<file path="config.mk">
export PLATFORM = sky130hd
export DESIGN_NAME = bf_ctrl
export DESIGN_NICKNAME = d
export VERILOG_FILES = /design/src/rtl/core/bf_pkg.sv /design/src/rtl/core/bf_ctrl.sv
export SDC_FILE = /design/constraint.sdc
export NUM_CORES = 1
export LEC_CHECK = 0
export BUFFER_PORTS_ARGS = -buffer_cell sky130_fd_sc_hd__buf_4
export CAP_MARGIN = 30
export CORE_UTILIZATION = 35
export CTS_CLUSTER_DIAMETER = 40
export CTS_CLUSTER_SIZE = 40
export DETAILED_ROUTE_END_ITERATION = 6
export PLACE_DENSITY_LB_ADDON = 0.05
export SYNTH_ARGS = -nofsm -noshare
export SYNTH_HDL_FRONTEND = slang
export SYNTH_SLANG_ARGS = --single-unit
</file>
<file path="constraint.sdc">
create_clock -name clk -period 2.75 [get_ports clk]
set_input_delay 0.6875 -clock clk [delete_from_list [all_inputs] [get_ports clk]]
set_output_delay 0.6875 -clock clk [all_outputs]
set_load 0.05 [all_outputs]
</file>
<file path="src/rtl/core/bf_pkg.sv">
// ----------------------------------------------------------------------------
// bf_pkg
// Shared types and constants for the Blowfish cipher engine: item payloads,
// opcodes, register map and the controller-to-datapath command bundle.
// ----------------------------------------------------------------------------
package bf_pkg;

  // Default depth of the key byte store
  localparam int MAX_KEY_BYTES_DEF = 72;

  // Table geometry
  localparam int NUM_SUBKEYS = 18;
  localparam int TABLE_WORDS = 1042;
  localparam int NUM_SBOX    = 4;
  localparam int SBOX_DEPTH  = 256;

  // Sequencing limits
  localparam logic [3:0] LAST_ROUND  = 4'd15;
  localparam logic [4:0] LAST_SUBKEY = 5'd17;
  localparam logic [8:0] P_PAIR_LAST = 9'd8;
  localparam logic [8:0] S_PAIR_LAST = 9'd511;

  // Opcodes
  localparam logic [2:0] OP_WR_TABLE = 3'd0;
  localparam logic [2:0] OP_WR_KEY   = 3'd1;
  localparam logic [2:0] OP_EXPAND   = 3'd2;
  localparam logic [2:0] OP_DECRYPT  = 3'd3;
  localparam logic [2:0] OP_ENCRYPT  = 3'd4;

  // Register map: word index taken from paddr above the byte offset
  localparam int CFG_AW    = 3;
  localparam int REG_IDX_W = CFG_AW - 2;
  localparam logic [REG_IDX_W-1:0] REG_KEY_LENGTH = '0;

  // Input item
  typedef struct packed {
    logic [2:0]  opcode;
    logic [10:0] word_index;
    logic [31:0] table_word;
    logic [6:0]  key_index;
    logic [7:0]  key_byte;
    logic [31:0] left_block;
    logic [31:0] right_block;
  } bf_in_t;

  // Result item
  typedef struct packed {
    logic [31:0] left_result;
    logic [31:0] right_result;
    logic [2:0]  completed_op;
  } bf_out_t;

  // Commands from the controller to the datapath
  typedef struct packed {
    logic       acc;       // item transfer: latch block, apply table/key writes
    logic       rnd_a;     // round, first half: whiten left, issue S-box reads
    logic       rnd_f;     // round, second half: apply F and swap
    logic       fin;       // output whitening
    logic       dec;       // decrypt key order
    logic       kacc;      // shift a key byte into the key word
    logic       kxor;      // fold the key word into the addressed subkey
    logic       pwr;       // store block into a subkey pair
    logic       swr;       // store one block half into an S-box
    logic       swr_hi;    // which half: right when set
    logic [1:0] s_sel;     // S-box select for the store
    logic [7:0] s_addr;    // S-box entry for the store
    logic [4:0] p_idx;     // subkey index
    logic       load_out;  // load the result register
  } bf_cmd_t;

endpackage

</file>
<file path="src/rtl/core/bf_ctrl.sv">
// ----------------------------------------------------------------------------
// bf_ctrl
// Sequencer for the cipher engine: item intake, round counting, key schedule
// walk and result handoff. Drives the datapath through a command bundle.
// ----------------------------------------------------------------------------
module bf_ctrl
  import bf_pkg::*;
#(
  parameter int MAX_KEY_BYTES = MAX_KEY_BYTES_DEF,
  localparam int KAW = $clog2(MAX_KEY_BYTES),
  localparam int KLW = $clog2(MAX_KEY_BYTES + 1)
) (
  input  logic           clk,
  input  logic           rst_n,
  input  logic           in_valid,
  input  logic [2:0]     in_opcode,
  output logic           in_ready,
  output logic           out_valid,
  input  logic           out_ready,
  input  logic [KLW-1:0] klen,
  output bf_cmd_t        cmd,
  output logic [KAW-1:0] key_addr
);

  typedef enum logic [9:0] {
    S_IDLE = 10'b00_0000_0001,
    S_KRD  = 10'b00_0000_0010,
    S_KACC = 10'b00_0000_0100,
    S_RA   = 10'b00_0000_1000,
    S_RF   = 10'b00_0001_0000,
    S_FIN  = 10'b00_0010_0000,
    S_PWR  = 10'b00_0100_0000,
    S_SWL  = 10'b00_1000_0000,
    S_SWR  = 10'b01_0000_0000,
    S_DONE = 10'b10_0000_0000
  } state_t;

  state_t         state_r, state_nxt;
  logic [3:0]     rnd_r, rnd_nxt;
  logic [4:0]     kw_r, kw_nxt;
  logic [1:0]     kb_r, kb_nxt;
  logic [KAW-1:0] j_r, j_nxt;
  logic [8:0]     pair_r, pair_nxt;
  logic           dec_r, dec_nxt;
  logic           exp_r, exp_nxt;
  logic           sph_r, sph_nxt;
  logic           out_valid_r, out_valid_nxt;
  logic [KLW-1:0] j_inc;

  assign in_ready  = (state_r == S_IDLE);
  assign out_valid = out_valid_r;
  assign key_addr  = j_r;
  assign j_inc     = KLW'(j_r) + KLW'(1);

  // Next state and commands
  always_comb begin
    state_nxt = state_r;
    rnd_nxt   = rnd_r;
    kw_nxt    = kw_r;
    kb_nxt    = kb_r;
    j_nxt     = j_r;
    pair_nxt  = pair_r;
    dec_nxt   = dec_r;
    exp_nxt   = exp_r;
    sph_nxt   = sph_r;
    cmd       = '0;
    cmd.dec   = dec_r;
    cmd.s_sel = pair_r[8:7];
    cmd.s_addr = {pair_r[6:0], state_r == S_SWR};
    cmd.swr_hi = (state_r == S_SWR);

    // subkey index for the current step
    case (state_r)
      S_KACC:  cmd.p_idx = kw_r;
      S_PWR:   cmd.p_idx = {pair_r[3:0], 1'b0};
      default: cmd.p_idx = dec_r ? 5'(LAST_SUBKEY - {1'b0, rnd_r}) : {1'b0, rnd_r};
    endcase

    case (state_r)
      S_IDLE: begin
        if (in_valid) begin
          cmd.acc = 1'b1;
          rnd_nxt = '0;
          case (in_opcode)
            OP_EXPAND: begin
              state_nxt = S_KRD;
              j_nxt     = '0;
              kw_nxt    = '0;
              kb_nxt    = '0;
              pair_nxt  = '0;
              sph_nxt   = 1'b0;
              exp_nxt   = 1'b1;
              dec_nxt   = 1'b0;
            end
            OP_DECRYPT: begin
              state_nxt = S_RA;
              exp_nxt   = 1'b0;
              dec_nxt   = 1'b1;
            end
            OP_ENCRYPT: begin
              state_nxt = S_RA;
              exp_nxt   = 1'b0;
              dec_nxt   = 1'b0;
            end
            default: state_nxt = S_DONE;
          endcase
        end
      end
      S_KRD: state_nxt = S_KACC;
      S_KACC: begin
        cmd.kacc = 1'b1;
        j_nxt    = (j_inc == klen) ? '0 : KAW'(j_inc);
        kb_nxt   = kb_r + 2'd1;
        state_nxt = S_KRD;
        if (kb_r == 2'd3) begin
          cmd.kxor = 1'b1;
          kw_nxt   = kw_r + 5'd1;
          if (kw_r == LAST_SUBKEY) begin
            rnd_nxt   = '0;
            state_nxt = S_RA;
          end
        end
      end
      S_RA: begin
        cmd.rnd_a = 1'b1;
        state_nxt = S_RF;
      end
      S_RF: begin
        cmd.rnd_f = 1'b1;
        rnd_nxt   = rnd_r + 4'd1;
        state_nxt = (rnd_r == LAST_ROUND) ? S_FIN : S_RA;
      end
      S_FIN: begin
        cmd.fin = 1'b1;
        if (!exp_r)
          state_nxt = S_DONE;
        else if (!sph_r)
          state_nxt = S_PWR;
        else
          state_nxt = S_SWL;
      end
      S_PWR: begin
        cmd.pwr   = 1'b1;
        state_nxt = S_RA;
        if (pair_r == P_PAIR_LAST) begin
          pair_nxt = '0;
          sph_nxt  = 1'b1;
        end else begin
          pair_nxt = pair_r + 9'd1;
        end
      end
      S_SWL: begin
        cmd.swr   = 1'b1;
        state_nxt = S_SWR;
      end
      S_SWR: begin
        cmd.swr = 1'b1;
        if (pair_r == S_PAIR_LAST) begin
          state_nxt = S_DONE;
        end else begin
          pair_nxt  = pair_r + 9'd1;
          state_nxt = S_RA;
        end
      end
      S_DONE: begin
        if (!out_valid_r || out_ready) begin
          cmd.load_out = 1'b1;
          state_nxt    = S_IDLE;
        end
      end
      default: state_nxt = S_IDLE;
    endcase
  end

  // Result valid: set on load, cleared on transfer
  always_comb begin
    if (cmd.load_out)
      out_valid_nxt = 1'b1;
    else if (out_ready)
      out_valid_nxt = 1'b0;
    else
      out_valid_nxt = out_valid_r;
  end

  always_ff @(posedge clk) begin
    if (!rst_n) begin
      state_r     <= S_IDLE;
      out_valid_r <= 1'b0;
      rnd_r       <= '0;
      kw_r        <= '0;
      kb_r        <= '0;
      j_r         <= '0;
      pair_r      <= '0;
      dec_r       <= 1'b0;
      exp_r       <= 1'b0;
      sph_r       <= 1'b0;
    end else begin
      state_r     <= state_nxt;
      out_valid_r <= out_valid_nxt;
      rnd_r       <= rnd_nxt;
      kw_r        <= kw_nxt;
      kb_r        <= kb_nxt;
      j_r         <= j_nxt;
      pair_r      <= pair_nxt;
      dec_r       <= dec_nxt;
      exp_r       <= exp_nxt;
      sph_r       <= sph_nxt;
    end
  end

endmodule

</file>
==> results.txt, run 1 <==
outcome - completed
unrepaired setup endpoints after global routing - no
Avg Cell Area, Syn - 8.16 µm²
highest clock rate - 380 MHz
core area - 0.00733 mm²
Post-DRT Antenna Nets - 0
fin util - 44.7%
Synth cell types - 64
first-pass GRT wire length - 11100 µm
Synth Instances - 328
HP Class - reg2reg
xor/xnor share of the synthesized area - 5.75%
Clock Skew - 0.0113 ns
TNS Setup - 0 ns
Register-to-Register Path Depth - 9
CTS Buf Count - 5
multiplexer share of the synthesized area - 1.12%
WHS Path Cells - 2
layout cell share with drive strength beyond 1 - 24.8%
P&R area growth vs syn - 22.4%
largest family of logic cells by synthesized area - simple AND/OR/NAND/NOR gates
Async S/R FF share, synth - 0%
root buf cell - clkbuf_8
main flop type after synthesis - dfxtp_1
final-report max-slew violation count - 0
Crit path arrival time - 1.95 ns
WS Path Type - reg2out
DR vias/cell - 5.35
detailed-route via count - 2557
most common cell after layout, fill and taps aside - buf_4
die height - 89.5 µm
fin crit share - 95.8%
Clock Path Buffers - 2
worst min-delay path startpoint - sph_r
first-pass iteration count of the detailed router - 4
H-tree depth - 2
routed wire length - 6910 µm
#FFs+latches synth - 41
VDD IR max - 0.299 mV
io pins - 49
post-cts hold buffer count - 0
Synth Area in Simple Gates - 30.5%
clk slew on worst S/H paths - 0.09 ns
crit path capture type - primary output
Overflow after GRT - 0
Post-synth EDFFs - 0
placed cells - 469
post-DP HPWL - 5300 µm
DIE AREA - 0.00800 mm²
routability cong. - 0.804
fin nets - 402
Initial Utilization - 36.5%
syn nets - 352
row count - 31
WP data required - 2.06 ns
Final setup viols - 0
vias in the first global route - 2241
Synth Area in Compound Gates - 21.3%
CTS tree - done
Final Non-Filler Cells - 478
# diodes - 0
Clock Latency Late Sink - 0.29 ns
Worst Max-Slew Pin Slew - 0.534 ns
crit path max fanout - 6
adder-cell area share of the yosys netlist - 4.67%
initial antenna violation count - 0
Port Buf Inserts - 48
crit path launch - state_r[7]
hold worst-path end - state_r[7]
Worst Setup Start Kind - flip-flop
sequential share of the synthesized area - 30.7%
number of synthesis warnings - 0
Fin Hold WS - 0.490 ns
final hold vios - 0
largest net degree at the start of global routing - 16
cell leakage power - 1.35 nW
DRC - 0
global-route usage over all layers - 17.9%
Slew headroom - 64.2%
Pwr Density - 447 mW/mm²
Fill cells - 757
WL per Instance - 14.5 µm
Final min period - 2.63 ns
commonest cells after routing, fill and taps aside - 58 x buf_4, 40 x dfxtp_1, 33 x nor2_1
Tot Pwr - 1.47 mW
reg2reg setup slack - 0.51 ns
worst reg2reg startpoint - pair_r[2]
max-cap viol count - 0
clock tree sinks - 41
RR Endpoint - pair_r[7]
Initial DRC Count - 127
Die W - 89.5 µm
mapped cell area - 0.00268 mm²
## synthesized netlist by cell type (2+ instances only)
cell	number	area, µm²
dfxtp_1	41	821
nor2_1	33	124
nand2_1	21	78.8
inv_1	18	67.6
a21oi_1	17	85.1
o21ai_0	16	80.1
nand3_1	11	55.1
and3_1	10	62.6
ha_1	10	125
nor2b_1	9	56.3
nand4_1	8	50.1
nor3_1	8	40.0
xnor2_1	8	70.1
xor2_1	7	61.3
a21oi_2	6	52.6
a22oi_1	6	45.0
and2_1	6	37.5
clkbuf_1	6	22.5
a21o_1	4	30.0
a31oi_1	4	25.0
and4_1	4	35.0
buf_2	4	20.0
buf_4	4	30.0
nand2b_1	4	25.0
o221ai_1	4	35.0
o31ai_1	4	30.0
mux2i_1	3	30.0
o2111ai_1	3	26.3
o211ai_1	3	22.5
a211oi_1	2	15.0
a21o_2	2	17.5
a31o_2	2	17.5
and2b_1	2	15.0
inv_2	2	7.51
nand3_2	2	20.0
nand4b_1	2	17.5
nor3b_1	2	15.0
nor4b_1	2	17.5
o21ai_1	2	10.0
or3_1	2	12.5
## per-stage QoR
stage          instance area, µm²  worst slack, ns
2_1_floorplan                2700            0.115
3_3_place_gp                 3170            0.425
3_5_place_dp                 3170            0.351
4_1_cts                      3260           0.0105
5_1_grt                      3280          0.00382
6_report                     3280            0.117
## worst max-delay path, stage by stage (launching register included)
cell and delay, ns:
dfxtp_1 0.39, nor4_4 0.35, buf_4 0.19, nand4b_2 0.22, inv_2 0.11, and2_1 0.18
buf_4 0.22
## registers in the layout (all words and copies together), names as in the netlist
register   flops
sph_r          1
exp_r          1
state_r       10
pair_r         9
out_valid      1
dec_r          1
key_addr       7
kb_r           2
kw_r           5
rnd_r          4
## repair_timing
action                                  4_1_cts  5_1_grt
setup buffers                                 0        1
endpoints found under the setup margin        0        6
hold endpoints to repair                      0        0
gates resized for setup                       0        3
## where the power goes
| part | internal (mW) | total (mW) | switching [mW] |
|---|---|---|---|
| Sequential | 0.611 | 0.641 | 0.0304 |
| Clock | 0.204 | 0.419 | 0.216 |
| Combinational | 0.148 | 0.405 | 0.257 |
| Total | 0.963 | 1.47 | 0.503 |
## layout make-up
cell class	count	area [µm²]	area share [%]
inverters	21	85.1	2.60
repair buffers	58	435	13.3
flip-flops and latches	41	822	25.1
multi-input cells	251	1710	52.3
clock buffers	6	82.6	2.52
well taps	99	124	3.78
clock inverters	2	13.8	0.420
## routing by layer
metal	vias to the layer above	GRT usage (%)	share of wire (%)
li1	1297	-	-
met5	-	0	0
met3	2	2.95	4.4
met1	1207	25.9	50
met2	51	28.0	45
met4	0	3.32	0.43
## cell families (layout without fill, tap and decap cells)
family / after synthesis / count (layout)
compound gates: 84 / 84
xor+xnor: 16 / 16
fa+ha+maj: 10 / 10
buf+inv: 36 / 87
flops: 41 / 41
mux: 3 / 3
simple gates: 138 / 138
## worst max path at each step
stage / end / slack, ns / depth (start not counted)
detailed placement: cmd[19] / 0.35 / 5
CTS: cmd[19] / 0.01 / 5
global placement: cmd[19] / 0.43 / 5
floorplan: cmd[2] / 0.12 / 6
finish: cmd[25] / 0.12 / 6
global route: cmd[4] / 0.004 / 6
Note: power is estimated with default switching activity, not from simulation.
==> run 2: changes to the inputs <==
==> constraint.sdc (replaced) <==
create_clock -name clk -period 3.2 [get_ports clk]
set_input_delay 0.8 -clock clk [delete_from_list [all_inputs] [get_ports clk]]
set_output_delay 0.8 -clock clk [all_outputs]
set_load 0.05 [all_outputs]
==> results.txt, run 2 (synthesis results as in run 1) <==
outcome - completed
final setup margin - 0.306 ns
max reg flops - 10
Port Buf Inserts - 48
post-CTS setup buffer count - 0
Initial DRC Count - 108
CTS tree - done
Clock Latency Late Sink - 0.30 ns
Final min period - 2.89 ns
P&R area growth vs syn - 19.9%
Die W - 89.5 µm
largest net degree at the start of global routing - 16
post-CTS resize count - 0
first-pass iteration count of the detailed router - 4
vias in the first global route - 2190
WHS Path Cells - 2
TNS Setup - 0 ns
highest clock rate - 346 MHz
multi-input logic area - 0.00169 mm²
fin crit share - 90.4%
WS Path Type - reg2out
WL per Instance - 14.8 µm
DIE AREA - 0.00800 mm²
fin nets - 394
crit path max fanout - 13
routability cong. - 0.816
routed wire length - 6980 µm
cell leakage power - 1.31 nW
Clock Path Buffers - 2
root buf cell - clkbuf_8
max-cap viol count - 0
Clock Skew - 0.00866 ns
row count - 31
post-cts hold buffer count - 0
detailed-route via count - 2498
final-report max-slew violation count - 0
final hold vios - 0
largest register by flop count - state_r
global-route usage over all layers - 18.2%
Slew headroom - 61.7%
placed cell area - 0.00309 mm²
Pwr Density - 416 mW/mm²
unrepaired setup endpoints after global routing - no
Fin Hold WS - 0.483 ns
Final setup viols - 0
Crit path arrival time - 2.09 ns
most common cell after layout, fill and taps aside - buf_4
post-DP HPWL - 5200 µm
core area - 0.00733 mm²
dpl ws - 0.668 ns
first-pass GRT wire length - 11100 µm
Post-DRT Antenna Nets - 0
io pins - 49
fin util - 43.8%
Register-to-Register Path Depth - 9
Fill cells - 775
layout cell share with drive strength beyond 1 - 21.0%
Worst Setup Start Kind - flip-flop
clk slew on worst S/H paths - 0.09 ns
commonest cells after routing, fill and taps aside - 50 x buf_4, 41 x dfxtp_1, 33 x nor2_1
CTS Buf Count - 5
Worst Max-Slew Pin Slew - 0.574 ns
WP data required - 2.40 ns
initial antenna violation count - 0
Reg area - 821 µm²
DR vias/cell - 5.31
# diodes - 0
Overflow after GRT - 0
clock tree sinks - 41
die height - 89.5 µm
HP Class - reg2reg
DRC - 0
VDD IR max - 0.181 mV
Final Cell Area - 0.00321 mm²
Initial Utilization - 36.5%
crit path capture type - primary output
H-tree depth - 2
-- run 2: cell type report --
cell class / count / area share, %
Clock buffer: 7 / 2.69
Clock inverter: 1 / 0.936
Inverter: 21 / 2.46
Multi-Input combinational cell: 251 / 52.8
Sequential cell: 41 / 25.6
Tap cell: 99 / 3.86
Timing Repair Buffer: 50 / 11.7
-- run 2: final timing paths --
check / end / start / slack [ns]
hold reg to reg: state_r[7] / sph_r / 0.48
hold / removal: state_r[7] / sph_r / 0.48
setup / recovery: cmd[19] / state_r[7] / 0.31
setup reg to reg: pair_r[8] / pair_r[2] / 0.96
-- run 2: per-stage QoR --
| stage | instances | total power, mW |
|---|---|---|
| after floorplan | 328 | 0.810 |
| after global placement | 462 | 0.901 |
| final | 470 | 1.33 |
| after CTS | 470 | 1.35 |
| after detailed placement | 462 | 0.899 |
| after global routing | 470 | 1.40 |
-- run 2: worst max-delay path, stage by stage (launching register included) --
cell and delay (ns):
dfxtp_1 0.39, nor4_4 0.50, nand4_1 0.23, inv_2 0.26
and2_1 0.21, buf_4 0.21
-- run 2: where the power goes --
part,internal (mW),switching [mW],total [mW]
Combinational,0.119,0.216,0.335
Sequential,0.525,0.0269,0.552
Clock,0.255,0.194,0.448
Total,0.899,0.436,1.33
-- run 2: layer usage --
metal  vias to the layer above  wire length [µm]  track usage, %  part of all wire, %
met4                         0                86            4.76                  1.2
met3                         8               286            2.86                  4.1
met5                         -                 0               0                    0
met1                      1156              3620            26.9                   52
li1                       1282                 -               -                    -
met2                        52              2980            27.3                   43
